<file path="src/hdl/ecs_pkg.sv">
// ----------------------------------------------------------------------------
// ecs_pkg
// Shared types and codes of the EV charge session sequencer.
// ----------------------------------------------------------------------------
`default_nettype none

package ecs_pkg;

	localparam int unsigned LVL_W = 5;

	// Generator modes
	localparam logic [1:0] MODE_STOP = 2'd0;
	localparam logic [1:0] MODE_DC   = 2'd1;
	localparam logic [1:0] MODE_AC1K = 2'd2;
	localparam logic [1:0] MODE_ACCL = 2'd3;

	// Charge indicator codes
	localparam logic [1:0] LED_OFF   = 2'd0;
	localparam logic [1:0] LED_RED   = 2'd1;
	localparam logic [1:0] LED_GREEN = 2'd2;

	// Configuration register indexes
	localparam logic [1:0] REG_PLUGGED   = 2'd0;
	localparam logic [1:0] REG_S2_CLOSED = 2'd1;
	localparam logic [1:0] REG_UNPLUGGED = 2'd2;

	// Register reset values
	localparam logic signed [LVL_W-1:0] RST_PLUGGED_LEVEL   = 5'sd9;
	localparam logic signed [LVL_W-1:0] RST_S2_CLOSED_LEVEL = 5'sd6;
	localparam logic signed [LVL_W-1:0] RST_UNPLUGGED_LEVEL = 5'sd12;

	typedef struct packed {
		logic signed [LVL_W-1:0] plugged_level;
		logic signed [LVL_W-1:0] s2_closed_level;
		logic signed [LVL_W-1:0] unplugged_level;
	} cfg_t;

	typedef struct packed {
		logic                    start_request;
		logic                    stop_pressed;
		logic signed [LVL_W-1:0] measured_level;
	} sample_t;

	typedef struct packed {
		logic [1:0] pwm_mode;
		logic       contactor_closed;
		logic       hatch_locked;
		logic [1:0] charge_led;
		logic       plug_led;
		logic [2:0] phase_now;
		logic       battery_full;
	} result_t;

endpackage

`default_nettype wire

</file>
<file path="src/hdl/ecs_if.sv">
// ----------------------------------------------------------------------------
// ecs_sample_if / ecs_result_if
// Valid/ready channels for samples in and session results out.
// ----------------------------------------------------------------------------
`default_nettype none

interface ecs_sample_if;
	logic              valid;
	logic              ready;
	logic              start_request;
	logic              stop_pressed;
	logic signed [4:0] measured_level;

	modport source (output valid, start_request, stop_pressed, measured_level,
		input ready);
	modport sink (input valid, start_request, stop_pressed, measured_level,
		output ready);
endinterface

interface ecs_result_if;
	logic       valid;
	logic       ready;
	logic [1:0] pwm_mode;
	logic       contactor_closed;
	logic       hatch_locked;
	logic [1:0] charge_led;
	logic       plug_led;
	logic [2:0] phase_now;
	logic       battery_full;

	modport source (output valid, pwm_mode, contactor_closed, hatch_locked,
		charge_led, plug_led, phase_now, battery_full, input ready);
	modport sink (input valid, pwm_mode, contactor_closed, hatch_locked,
		charge_led, plug_led, phase_now, battery_full, output ready);
endinterface

`default_nettype wire

</file>
<file path="src/hdl/ev_charge_session_fsm_core.sv">
// ----------------------------------------------------------------------------
// ev_charge_session_fsm_core
// EV charge station session sequencer, one result per pilot sample.
// ----------------------------------------------------------------------------
// Each sample transaction (start request, stop button, pilot level) moves the
// session phase machine by one tick and yields exactly one result transaction
// with the generator mode, contactor, hatch lock, LEDs, phase and a one-tick
// battery-full flag. A sample is held in the input register, then the phase
// update and the result are registered together once the result slot is
// free. A sample is taken every cycle as long as results are drained; a
// stalled result holds one sample in the input register before the sample
// channel backs up. Pilot levels are matched by exact equality against three
// configuration registers. The user is to write them only while no
// transaction is in flight; the block itself does not enforce this.
// ----------------------------------------------------------------------------
`default_nettype none

module ev_charge_session_fsm_core
	import ecs_pkg::*;
(
	input  wire logic              clk,
	input  wire logic              arst_n,
	input  wire logic              wr_en,
	input  wire logic [1:0]        wr_index,
	input  wire logic [LVL_W-1:0]  wr_data,
	ecs_sample_if.sink             sample,
	ecs_result_if.source           result
);

	// Level thresholds
	cfg_t cfg_q;

	always_ff @(posedge clk or negedge arst_n) begin
		if (!arst_n) begin
			cfg_q.plugged_level   <= RST_PLUGGED_LEVEL;
			cfg_q.s2_closed_level <= RST_S2_CLOSED_LEVEL;
			cfg_q.unplugged_level <= RST_UNPLUGGED_LEVEL;
		end else if (wr_en) begin
			case (wr_index)
				REG_PLUGGED:   cfg_q.plugged_level   <= wr_data;
				REG_S2_CLOSED: cfg_q.s2_closed_level <= wr_data;
				REG_UNPLUGGED: cfg_q.unplugged_level <= wr_data;
				default: ;  // no register there
			endcase
		end
	end

	// Input register stage
	logic    valid_s1;
	sample_t smp_s1;
	logic    out_valid_q;
	logic    out_free;
	logic    adv;
	logic    take;
	result_t res;

	// result slot is free when empty or being drained this cycle
	assign out_free     = !out_valid_q || result.ready;
	assign adv          = valid_s1 && out_free;
	assign sample.ready = !valid_s1 || out_free;
	assign take         = sample.valid && sample.ready;

	always_ff @(posedge clk or negedge arst_n) begin
		if (!arst_n) begin
			valid_s1 <= 1'b0;
		end else if (sample.ready) begin
			valid_s1 <= sample.valid;
		end
	end

	always_ff @(posedge clk) begin
		if (take) begin
			smp_s1.start_request  <= sample.start_request;
			smp_s1.stop_pressed   <= sample.stop_pressed;
			smp_s1.measured_level <= sample.measured_level;
		end
	end

	// Phase machine; its state registers double as the result payload
	ecs_session_seq u_seq (
		.clk    (clk),
		.arst_n (arst_n),
		.adv    (adv),
		.smp    (smp_s1),
		.cfg    (cfg_q),
		.res    (res)
	);

	always_ff @(posedge clk or negedge arst_n) begin
		if (!arst_n) begin
			out_valid_q <= 1'b0;
		end else if (out_free) begin
			out_valid_q <= valid_s1;
		end
	end

	assign result.valid            = out_valid_q;
	assign result.pwm_mode         = res.pwm_mode;
	assign result.contactor_closed = res.contactor_closed;
	assign result.hatch_locked     = res.hatch_locked;
	assign result.charge_led       = res.charge_led;
	assign result.plug_led         = res.plug_led;
	assign result.phase_now        = res.phase_now;
	assign result.battery_full     = res.battery_full;

	// A buffered sample that cannot move keeps its slot
	a_s1_hold: assert property (@(posedge clk) disable iff (!arst_n)
		valid_s1 && !out_free |=> valid_s1)
		else $error("input stage lost a sample while stalled");

	// A sample that advances always shows up as a result
	a_adv_result: assert property (@(posedge clk) disable iff (!arst_n)
		adv |=> result.valid)
		else $error("advanced sample produced no result");

	// Full-battery pulse only on the move into wait-open with DC on the pilot
	a_full_phase: assert property (@(posedge clk) disable iff (!arst_n)
		res.battery_full |-> (res.phase_now == 3'd5) && (res.pwm_mode == MODE_DC))
		else $error("battery_full outside end of charge");

	// Idle means contactor open and hatch locked
	a_idle_safe: assert property (@(posedge clk) disable iff (!arst_n)
		(res.phase_now == 3'd0) |-> !res.contactor_closed && res.hatch_locked)
		else $error("idle with contactor closed or hatch unlocked");

endmodule

`default_nettype wire

</file>
<file path="src/hdl/ecs_session_seq.sv">
// ----------------------------------------------------------------------------
// ecs_session_seq
// Session phase machine; its registers are also the result register.
// ----------------------------------------------------------------------------
`default_nettype none

module ecs_session_seq
	import ecs_pkg::*;
(
	input  wire logic    clk,
	input  wire logic    arst_n,
	input  wire logic    adv,
	input  wire sample_t smp,
	input  wire cfg_t    cfg,
	output result_t      res
);

	typedef enum logic [2:0] {
		PH_IDLE        = 3'd0,
		PH_WAIT_PLUG   = 3'd1,
		PH_LOCK        = 3'd2,
		PH_WAIT_S2     = 3'd3,
		PH_CHARGE      = 3'd4,
		PH_WAIT_OPEN   = 3'd5,
		PH_WAIT_UNPLUG = 3'd6
	} phase_t;

	phase_t     phase_q;
	logic [1:0] mode_q;
	logic       contactor_q;
	logic       lock_q;
	logic [1:0] charge_led_q;
	logic       plug_led_q;
	logic       full_q;

	logic lvl_plugged, lvl_s2_closed, lvl_unplugged;

	assign lvl_plugged   = (smp.measured_level == cfg.plugged_level);
	assign lvl_s2_closed = (smp.measured_level == cfg.s2_closed_level);
	assign lvl_unplugged = (smp.measured_level == cfg.unplugged_level);

	always_ff @(posedge clk or negedge arst_n) begin
		if (!arst_n) begin
			phase_q      <= PH_IDLE;
			mode_q       <= MODE_STOP;
			contactor_q  <= 1'b0;
			lock_q       <= 1'b1;
			charge_led_q <= LED_OFF;
			plug_led_q   <= 1'b0;
			full_q       <= 1'b0;
		end else if (adv) begin
			full_q <= 1'b0;
			case (phase_q)
				PH_IDLE: begin
					if (smp.start_request) begin
						charge_led_q <= LED_RED;
						mode_q       <= MODE_DC;
						lock_q       <= 1'b0;
						phase_q      <= PH_WAIT_PLUG;
					end
				end
				PH_WAIT_PLUG: begin
					if (lvl_plugged) phase_q <= PH_LOCK;
				end
				PH_LOCK, PH_WAIT_S2, PH_CHARGE: begin
					if (smp.stop_pressed) begin
						// early stop wins over everything else this tick
						mode_q  <= MODE_DC;
						phase_q <= PH_WAIT_OPEN;
					end else if (phase_q == PH_LOCK) begin
						lock_q     <= 1'b1;
						plug_led_q <= 1'b1;
						mode_q     <= MODE_AC1K;
						phase_q    <= PH_WAIT_S2;
					end else if (phase_q == PH_WAIT_S2) begin
						contactor_q <= 1'b1;
						if (lvl_s2_closed) phase_q <= PH_CHARGE;
					end else if (lvl_plugged) begin
						full_q  <= 1'b1;
						mode_q  <= MODE_DC;
						phase_q <= PH_WAIT_OPEN;
					end else begin
						mode_q <= MODE_ACCL;
					end
				end
				PH_WAIT_OPEN: begin
					if (lvl_plugged) begin
						contactor_q  <= 1'b0;
						charge_led_q <= LED_GREEN;
						lock_q       <= 1'b0;
						phase_q      <= PH_WAIT_UNPLUG;
					end
				end
				PH_WAIT_UNPLUG: begin
					if (lvl_unplugged) begin
						lock_q       <= 1'b1;
						plug_led_q   <= 1'b0;
						charge_led_q <= LED_OFF;
						mode_q       <= MODE_STOP;
						phase_q      <= PH_IDLE;
					end
				end
				default: phase_q <= PH_IDLE;
			endcase
		end
	end

	assign res.pwm_mode         = mode_q;
	assign res.contactor_closed = contactor_q;
	assign res.hatch_locked     = lock_q;
	assign res.charge_led       = charge_led_q;
	assign res.plug_led         = plug_led_q;
	assign res.phase_now        = phase_q;
	assign res.battery_full     = full_q;

endmodule

`default_nettype wire
</file>
<file path="src/flat_wrapper.sv">
// flat-port wrapper written by rule: the top's interface ports become plain ports
module ev_charge_session_fsm_core_flat import ecs_pkg::*;
  (clk, arst_n, wr_en, wr_index, wr_data, sample_valid, sample_start_request, sample_stop_pressed, sample_measured_level, sample_ready, result_valid, result_pwm_mode, result_contactor_closed, result_hatch_locked, result_charge_led, result_plug_led, result_phase_now, result_battery_full, result_ready);
  ecs_sample_if sample_i ();
  ecs_result_if result_i ();
  input  wire logic clk;
  input  wire logic arst_n;
  input  wire logic wr_en;
  input  wire logic [1:0] wr_index;
  input  wire logic [LVL_W-1:0] wr_data;
  input wire logic [$bits(sample_i.valid)-1:0] sample_valid;
  input wire logic [$bits(sample_i.start_request)-1:0] sample_start_request;
  input wire logic [$bits(sample_i.stop_pressed)-1:0] sample_stop_pressed;
  input wire logic [$bits(sample_i.measured_level)-1:0] sample_measured_level;
  output wire logic [$bits(sample_i.ready)-1:0] sample_ready;
  output wire logic [$bits(result_i.valid)-1:0] result_valid;
  output wire logic [$bits(result_i.pwm_mode)-1:0] result_pwm_mode;
  output wire logic [$bits(result_i.contactor_closed)-1:0] result_contactor_closed;
  output wire logic [$bits(result_i.hatch_locked)-1:0] result_hatch_locked;
  output wire logic [$bits(result_i.charge_led)-1:0] result_charge_led;
  output wire logic [$bits(result_i.plug_led)-1:0] result_plug_led;
  output wire logic [$bits(result_i.phase_now)-1:0] result_phase_now;
  output wire logic [$bits(result_i.battery_full)-1:0] result_battery_full;
  input wire logic [$bits(result_i.ready)-1:0] result_ready;
  assign sample_i.valid = sample_valid;
  assign sample_i.start_request = sample_start_request;
  assign sample_i.stop_pressed = sample_stop_pressed;
  assign sample_i.measured_level = sample_measured_level;
  assign sample_ready = sample_i.ready;
  assign result_valid = result_i.valid;
  assign result_pwm_mode = result_i.pwm_mode;
  assign result_contactor_closed = result_i.contactor_closed;
  assign result_hatch_locked = result_i.hatch_locked;
  assign result_charge_led = result_i.charge_led;
  assign result_plug_led = result_i.plug_led;
  assign result_phase_now = result_i.phase_now;
  assign result_battery_full = result_i.battery_full;
  assign result_i.ready = result_ready;
  ev_charge_session_fsm_core u_core (.clk(clk), .arst_n(arst_n), .wr_en(wr_en), .wr_index(wr_index), .wr_data(wr_data), .sample(sample_i), .result(result_i));
endmodule
</file>
<file path="config.mk">
export PLATFORM = sky130hd
export DESIGN_NAME = ev_charge_session_fsm_core_flat
export DESIGN_NICKNAME = d
export VERILOG_FILES = /design/src/hdl/ecs_pkg.sv /design/src/hdl/ecs_if.sv /design/src/hdl/ev_charge_session_fsm_core.sv /design/src/hdl/ecs_session_seq.sv /design/src/flat_wrapper.sv
export SDC_FILE = /design/constraint.sdc
export NUM_CORES = 1
export LEC_CHECK = 0
export ABC_CLOCK_PERIOD_IN_PS = 1900
export BUFFER_PORTS_ARGS = -buffer_cell sky130_fd_sc_hd__buf_2
export CAP_MARGIN = 15
export CELL_PAD_IN_SITES_DETAIL_PLACEMENT = 1
export CELL_PAD_IN_SITES_GLOBAL_PLACEMENT = 1
export CORE_UTILIZATION = 43
export CTS_CLUSTER_DIAMETER = 30
export CTS_CLUSTER_SIZE = 24
export DETAILED_ROUTE_END_ITERATION = 10
export PLACE_DENSITY = 0.76
export SLEW_MARGIN = 0
export SYNTH_ARGS = -nofsm -noshare
export SYNTH_HDL_FRONTEND = slang
export SYNTH_SLANG_ARGS = --single-unit
</file>
<file path="constraint.sdc">
create_clock -name clk -period 1.9 [get_ports clk]
set_input_delay 0.38 -clock clk [delete_from_list [all_inputs] [get_ports clk]]
set_output_delay 0.38 -clock clk [all_outputs]
set_load 0.1 [all_outputs]
</file>
==> metrics.txt, run 1 <==
num rows=22; Hold Buf Count CTS=0; Syn. warnings=0; DP Area=1950 um^2; GPL Wtd Cong=0.741; Most used DFF post-synth=dfrtp_1; post-synthesis cell type count=38; total CTS buffers=5; antenna viol nets, final=0; Core Region=3740 um^2; Synth area leaders=dfrtp_1 (31%), edfxtp_1 (12%), dfstp_2 (11%); routed len/inst=17.0 um; Max Slew Vio Count=0; first-pass GRT wire length=6380 um; CP bufs+invs=1; worst-path fanout max=3; critical path's largest stage delay=around 0.48 ns; CP Class=reg -> out; Async SR Flop Fraction=80.0%; RSZ-0062 raised after global routing=false; post-synthesis sequential area ratio=53.5%; antenna violations before repair=0; grt total ovfl=0; Slew @ Worst Pin=around 0.65 ns; Setup-failing EPs final=0; Layout Skew=a little over 0.006 ns; pwr dens=1440 nW/um^2; ANT cells=0; fin crit share=96.6%; die area=between 4000 and 5000 um^2; top post-synthesis cells by count=dfrtp_1 (21), mux2_2 (15), nand2_1 (15); Mean Syn Cell Area=~12 um^2; Root Driver=clkbuf_8; most common cell in the netlist=dfrtp_1; Metal-1 WL=1790 um; All-Layer GR Usage=20.7%; Post-Route WL=3950 um; Place WS=0.132 ns; Final nets=202; largest net degree at the start of global routing=29; Hold Fails Final Rpt=0; end-of-flow core utilization=between 50% and 60%; H-tree levels=2; CTS sink cnt=35; clock-pin transition on the worst setup and hold timing paths=0.07 ns; crit path launch type=flip-flop; DR vias=1228; Critical-path top delay cell=dfrtp_4; Worst slew margin=56.6%; met2 wire length=1940 um; Max-cap violations=0; Finished Layout Cells=232; layout cells sized above 1=around 42%; dominant cell type by area after synthesis=dfrtp_1; final std cell area, no fill=2040 um^2; Hold Path Class=in -> async; worst-case clock buffer depth=2; area grow syn2layout=18.4%; Peak VDD IR=0.741 mV; Max Clk Rate=545 MHz; Worst EP arrival=1.46 ns; effective utilization at floorplan=45.9%; post-CTS setup buffers=0; Leakage=about 0.0008 uW; clk_lat worst skew=around 0.28 ns; die span in y=65.2 um; Yosys reg bits=35; Synth Instances=146; Critical Path Sink Type=output pin; vias in the first global route=around 1300; Residual DRC=0; number of synthesized flops with an enable pin=7; Cells after DPL=roughly 220; worst path required time=1.52 ns; crit-path leading delay family=flip-flops; DP Wirelength=3050 um; met3 wire length=178 um; Resize count post-CTS=0; fin crit period=1.84 ns; # IOs=32; TNS Setup=0 ns; post-synthesis net count=165; Synth top area share=a little under a third; highest routed metal layer=met4; Synth Cell Area=1720 um^2; status=finished clean; First-pass DRT Iterations=4; setup ws final=approximately 0.064 ns; die width=roughly 65 um; 1st-iter DRT viols=49; clock tree from TritonCTS=done; Critical Path, Cell by Cell=nor2b_2 > nand2_4 > buf_2; port buffer count=31; drt via density=5.29
-- worst paths after layout --
kind                       cells past startpoint                           end  slack, ns                     start
max                                            3                  sample_ready       0.06       u_core.result.valid
min                                            1       u_core.u_seq.phase_q[2]       0.12                    arst_n
max reg2reg                                    5  u_core.u_seq.charge_led_q[0]       0.16       u_core.result.valid
min reg2reg                                    2        u_core.u_seq.mode_q[1]       0.52    u_core.u_seq.mode_q[1]
max in group asynchronous                      1           u_core.result.valid       1.30                    arst_n
min in group clk                               1              u_core.smp_s1[3]       0.27  sample_measured_level[3]
-- cell families after synthesis --
family / after synthesis / share of synthesized area (%)
AND/OR/NAND/NOR: 51 / 17.0
AO/OA/AOI/OAI: 21 / 9.61
multiplexers: 15 / 9.83
flip-flops: 35 / 53.5
buffers and inverters: 9 / 2.47
XOR/XNOR: 15 / 7.64
-- state kept, by name, indices dropped and copies added (netlist names) --
| register | flops |
|---|---|
| u_core.cfg_q | 15 |
| u_core.u_seq.phase_q | 3 |
| u_core.u_seq.lock_q | 1 |
| u_core.smp_s1 | 7 |
| u_core.u_seq.contactor_q | 1 |
| u_core.u_seq.plug_led_q | 1 |
| u_core.result.valid | 1 |
| u_core.valid_s1 | 1 |
| u_core.u_seq.mode_q | 2 |
| u_core.u_seq.full_q | 1 |
| u_core.u_seq.charge_led_q | 2 |
-- metal layers --
metal / track usage, % / vias up
met2: 34.3 / 34
met1: 27.0 / 601
li1: - / 586
met4: 4.62 / 0
met3: 5.56 / 7
met5: 0 / -
-- per-stage QoR --
stage          total power [uW]  hold WS (ns)
2_1_floorplan              2180        0.0844
3_3_place_gp               2390         0.434
3_5_place_dp               2440         0.454
4_1_cts                    2970         0.138
5_1_grt                    3080         0.159
6_report                   2940         0.118
-- cell type report --
cell class | instances | area [um^2]
fillers | 422 | 1710
flip-flops and latches | 35 | 927
multi-input cells | 102 | 767
repair buffers | 34 | 178
clock buffers | 6 | 72.6
well taps | 48 | 60.1
inverters | 5 | 18.8
clock inverters | 2 | 12.5
-- power breakdown --
part           internal (uW)  switching, uW
logic                    325            965
registers                953            174
clock network            256            264
total                   1530           1400
-- cell usage in the layout (no fill, tap or decap), drive strengths merged, types with 6 or more instances in the layout --
cell type  count
a21oi          6
dfrtp         21
mux2          15
edfxtp         7
nor3           7
nand3          6
dfstp          7
xnor2         10
buf           34
clkbuf         6
nor2          10
nand2         15
-- worst register-to-register path, stage by stage, from the launching register on --
cell      delay (ns)
dfrtp_4         0.48
nand2b_1        0.12
nand2_1         0.18
nor4_2          0.53
o22ai_1         0.17
o31a_1          0.14
No activity file was read; power rests on OpenSTA's default activity.
==> run 2: changes to the inputs <==
--- a/config.mk
+++ b/config.mk
@@ -5,16 +5,16 @@
 export SDC_FILE = /design/constraint.sdc
 export NUM_CORES = 1
 export LEC_CHECK = 0
-export ABC_CLOCK_PERIOD_IN_PS = 1900
+export ABC_CLOCK_PERIOD_IN_PS = 2200
 export BUFFER_PORTS_ARGS = -buffer_cell sky130_fd_sc_hd__buf_2
 export CAP_MARGIN = 15
 export CELL_PAD_IN_SITES_DETAIL_PLACEMENT = 1
 export CELL_PAD_IN_SITES_GLOBAL_PLACEMENT = 1
-export CORE_UTILIZATION = 43
+export CORE_UTILIZATION = 46
 export CTS_CLUSTER_DIAMETER = 30
 export CTS_CLUSTER_SIZE = 24
 export DETAILED_ROUTE_END_ITERATION = 10
-export PLACE_DENSITY = 0.76
+export PLACE_DENSITY = 0.81
 export SLEW_MARGIN = 0
 export SYNTH_ARGS = -nofsm -noshare
 export SYNTH_HDL_FRONTEND = slang
==> constraint.sdc (replaced) <==
create_clock -name clk -period 2.2 [get_ports clk]
set_input_delay 0.44 -clock clk [delete_from_list [all_inputs] [get_ports clk]]
set_output_delay 0.44 -clock clk [all_outputs]
set_load 0.1 [all_outputs]
==> run 2 against run 1 <==
Compared with the run above: non-clock buffer count shrank 2; first-iteration DRC count decreased by 31%; core utilization rose by 3.4 points; sequential cell count did not move; final cell count decreased by 1.7%; critical path type unchanged; critical endpoint is now result_phase_now[1]; routed wire length decreased by 0.96%; hold slack improved by 0.049 ns; count of clock-buffer cells in the layout unchanged; global-route usage rose by 1.7 points; sequential share of layout area grew 0.40 points.
==> metrics.txt, run 2 (synthesis results as in run 1) <==
routed len/inst=17.1 um; Place WS=0.353 ns; crit path capture=result_phase_now[1]; H-tree levels=2; Layout Skew=approximately 0.0083 ns; # IOs=32; worst r2r path cells=4; Regs by FF count=u_core.cfg_q: 15 flops, u_core.smp_s1: 7 flops, u_core.u_seq.phase_q: 3 flops; Critical-path top delay cell=dfrtp_1; Largest Register=u_core.cfg_q; final std cell area, no fill=roughly 2000 um^2; vias in the first global route=1336; status=finished clean; CTS sink cnt=35; Setup-failing EPs final=0; Largest register FFs=15; Max-cap violations=0; Hold Buf Count CTS=0; total CTS buffers=5; R2R setup slack=0.38 ns; Slew @ Worst Pin=0.618 ns; Critical Path, Cell by Cell=buf_2; die span in y=63.1 um; Leakage=approximately 0.0008 uW; largest net degree at the start of global routing=29; reg2reg start=u_core.u_seq.phase_q[1]; most frequent cells in the layout=buf_2 (31), dfrtp_1 (20), mux2_2 (15); Worst EP arrival=1.47 ns; worst-case clock buffer depth=2; Final nets=200; DP Area=between 1500 and 2000 um^2; All-Layer GR Usage=22.4%; worst path required time=1.76 ns; most common cell after layout, fill and taps aside=buf_2; crit path launch type=flip-flop; Core Region=3470 um^2; DP Wirelength=2950 um; Hold Fails Final Rpt=0; Max Slew Vio Count=0; pwr dens=1250 nW/um^2; die area=3990 um^2; worst-path fanout max=15; clock-pin transition on the worst setup and hold timing paths=roughly 0.070 ns; clk_lat worst skew=0.28 ns; layout cells sized above 1=39.6%; DR vias=1197; clock tree from TritonCTS=done; die width=63.1 um; Worst slew margin=approximately 59%; 1st-iter DRT viols=34; TNS Setup=0 ns; CP bufs+invs=1; total power=2520 uW; post-CTS setup buffers=0; GPL Wtd Cong=0.789; setup ws final=0.292 ns; Resize count post-CTS=0; antenna violations before repair=0; grt total ovfl=0; Critical Path Sink Type=output pin; area grow syn2layout=16.6%; First-pass DRT Iterations=4; FF-to-FF End=u_core.u_seq.charge_led_q[0]; Max Clk Rate=524 MHz; effective utilization at floorplan=49.6%; critical path's largest stage delay=around 0.66 ns; drt via density=5.25; RSZ-0062 raised after global routing=false; fin crit share=86.7%; Hold Path Class=in -> async; critical path depth=1; Peak VDD IR=about 0.91 mV; end-of-flow core utilization=between 50% and 60%; Residual DRC=0; crit path launch=u_core.u_seq.phase_q[1]; port buffer count=31; Post-Route WL=3910 um; Root Driver=clkbuf_8; num rows=21; fin crit period=1.91 ns; ANT cells=0; crit-path leading delay family=flip-flops; CP Class=reg -> out; first-pass GRT wire length=~6700 um; antenna viol nets, final=0
run 2: changes by cell type in the layout (fill, tap and decap cells not counted):
cell / delta
dfrtp_2: -2
nand2_4: -1
buf_4: -2
nor2b_2: -1
nor2b_1: +1
dfrtp_1: +3
dfrtp_4: -1
nand2_2: +1
run 2: power by group:
group / switching, uW / internal [uW]
registers: 182 / 816
clock network: 224 / 221
logic: 804 / 267
total: 1210 / 1300
run 2: through the flow:
stage          hold slack [ns]  std cells
6_report                 0.167        228
5_1_grt                  0.225        228
4_1_cts                  0.189        228
3_5_place_dp             0.495        220
3_3_place_gp             0.486        220
2_1_floorplan            0.144        146
run 2: worst min-delay path by stage:
stage            from                      to  slack [ns]  cells after the start
2_1_floorplan  arst_n         u_core.cfg_q[0]        0.14                      0
3_3_place_gp   arst_n  u_core.u_seq.mode_q[0]        0.49                      1
3_5_place_dp   arst_n  u_core.u_seq.mode_q[1]        0.50                      1
4_1_cts        arst_n         u_core.cfg_q[0]        0.19                      1
5_1_grt        arst_n         u_core.cfg_q[5]        0.23                      1
6_report       arst_n         u_core.cfg_q[0]        0.17                      1
run 2: cell type report:
type	count	area (um^2)
fill	382	1460
sequential	35	921
multi-input combinational	102	759
timing repair buffer	32	163
clock buffer	6	72.6
tap	46	57.6
inverter	5	18.8
clock inverter	2	12.5
run 2: per-layer routing:
metal | vias up | track usage, % | share of wire (%)
met3 | 4 | 3.44 | 2.5
met4 | 0 | 6.40 | 1.0
li1 | 590 | - | -
met2 | 23 | 37.9 | 52
met1 | 580 | 29.6 | 45
met5 | - | 0 | 0
==> run 3: changes to the inputs <==
--- a/config.mk
+++ b/config.mk
@@ -10,11 +10,12 @@
 export CAP_MARGIN = 15
 export CELL_PAD_IN_SITES_DETAIL_PLACEMENT = 1
 export CELL_PAD_IN_SITES_GLOBAL_PLACEMENT = 1
-export CORE_UTILIZATION = 46
+export CORE_UTILIZATION = 45
 export CTS_CLUSTER_DIAMETER = 30
 export CTS_CLUSTER_SIZE = 24
 export DETAILED_ROUTE_END_ITERATION = 10
-export PLACE_DENSITY = 0.81
+export MAX_ROUTING_LAYER = met4
+export PLACE_DENSITY = 0.79
 export SLEW_MARGIN = 0
 export SYNTH_ARGS = -nofsm -noshare
 export SYNTH_HDL_FRONTEND = slang
==> run 3 against run 2 <==
Compared with the run above: final cell count up 0.88%; critical endpoint is now result_phase_now[0]; design area is 2.7% higher; via count up 4.4%; routed wire length increased by 3.9%; register-to-register slack got worse by 0.07 ns.
==> metrics.txt, run 3 (synthesis results as in run 1) <==
Finished Layout Cells=230; Critical Path, Cell by Cell=buf_2; Resize count post-CTS=0; port buffer count=31; die area=4070 um^2; worst-case clock buffer depth=2; FILL cells=approximately 400; routed len/inst=17.7 um; Residual DRC=0; antenna viol nets, final=0; largest net degree at the start of global routing=29; fin crit share=a little under 90%; First-pass DRT Iterations=4; die span in y=63.8 um; fin crit period=1.92 ns; crit-path leading delay family=flip-flops; Hold Path Class=in -> async; GPL Wtd Cong=just under 0.9; Largest register FFs=15; effective utilization at floorplan=47.0%; post-CTS setup buffers=0; DP Wirelength=3020 um; worst r2r path cells=4; Place WS=0.268 ns; Max-cap violations=0; first-pass GRT wire length=6650 um; total CTS buffers=5; Sequential Area=921 um^2; die width=63.8 um; CP bufs+invs=1; Peak VDD IR=a little over 0.6 mV; DR vias=between 1000 and 1500; worst-path fanout max=14; H-tree levels=2; critical path's largest stage delay=0.66 ns; Worst EP arrival=roughly 1.5 ns; Root Driver=clkbuf_8; Slew @ Worst Pin=0.642 ns; 1st-iter DRT viols=57; status=finished clean; Leakage=0.000832 uW; most common cell after layout, fill and taps aside=buf_2; Post-Route WL=4060 um; reg2reg start=u_core.u_seq.phase_q[1]; Final nets=200; CP Class=reg -> out; worst path required time=1.76 ns; vias in the first global route=1348; clock tree from TritonCTS=done; Cells after DPL=~220; Hold Fails Final Rpt=0; R2R setup slack=between 0.3 and 0.4 ns; Setup-failing EPs final=0; Critical Path Sink Type=output pin; Regs by FF count=u_core.cfg_q: 15 flops, u_core.smp_s1: 7 flops, u_core.u_seq.phase_q: 3 flops; clock-pin transition on the worst setup and hold timing paths=0.08 ns; drt via density=5.43; most frequent cells in the layout=buf_2 (31), dfrtp_1 (20), mux2_2 (15); Worst slew margin=between 50% and 60%; area of the multi-input gates=roughly 760 um^2; clk_lat worst skew=0.30 ns; RSZ-0062 raised after global routing=false; Core Region=3660 um^2; pwr dens=1340 nW/um^2; total power=2760 uW; antenna violations before repair=0; num rows=22; grt total ovfl=0; TNS Setup=0 ns; Critical-path top delay cell=dfrtp_1; FF-to-FF End=u_core.u_seq.lock_q; # IOs=32; setup ws final=0.276 ns; Max Clk Rate=520 MHz; Hold Buf Count CTS=0; end-of-flow core utilization=56.2%; ANT cells=0; Largest Register=u_core.cfg_q; Layout Skew=0.00774 ns; CTS sink cnt=35; layout cells sized above 1=40.1%; All-Layer GR Usage=23.8%; Max Slew Vio Count=0; crit path launch type=flip-flop; area grow syn2layout=19.7%
-- run 3: cell count changes in the layout (fill, tap and decap cells not counted), sizes merged --
cell | previous run | this run
clkbuf | 6 | 5
bufinv | 0 | 2
clkinv | 1 | 0
-- run 3: final cells by class --
class                   count  area share, %
repair buffers             32           7.90
multi-input cells         102           36.9
clock buffers               5           3.34
clock inverters             3           3.28
flip-flops and latches     35           44.7
well taps                  48           2.92
inverters                   5          0.912
-- run 3: worst max-delay path by stage --
stage / from / end / slack [ns] / cells after the start
2_1_floorplan: u_core.result.valid / u_core.smp_s1[0] / 0.15 / 3
3_3_place_gp: result_ready / u_core.u_seq.charge_led_q[0] / 0.48 / 6
3_5_place_dp: result_ready / u_core.u_seq.lock_q / 0.27 / 6
4_1_cts: u_core.u_seq.phase_q[1] / result_phase_now[1] / 0.27 / 1
5_1_grt: u_core.u_seq.phase_q[0] / result_phase_now[0] / 0.20 / 1
6_report: u_core.u_seq.phase_q[0] / result_phase_now[0] / 0.28 / 1
-- run 3: per-stage QoR --
step                cell area (um^2)  hold slack [ns]
CTS                             2060            0.164
finish                          2060            0.153
global placement                1920            0.486
detailed placement              1920            0.494
global route                    2060            0.192
floorplan                       1720            0.144
-- run 3: per-layer routing --
metal  up-vias  global-route usage [%]  wire length (um)  part of all wire, %
met4         0                    12.5               117                  2.9
met2        39                    42.0              2240                   55
met5         -                       -                 0                    0
li1        584                       -                 -                    -
met1       615                    23.7              1530                   38
met3        12                    6.43               178                  4.4
-- run 3: report_power, final --
part	switching, uW	total, uW	internal, uW
Clock	248	700	452
Combinational	799	1070	267
Sequential	180	997	816
Total	1230	2760	1530
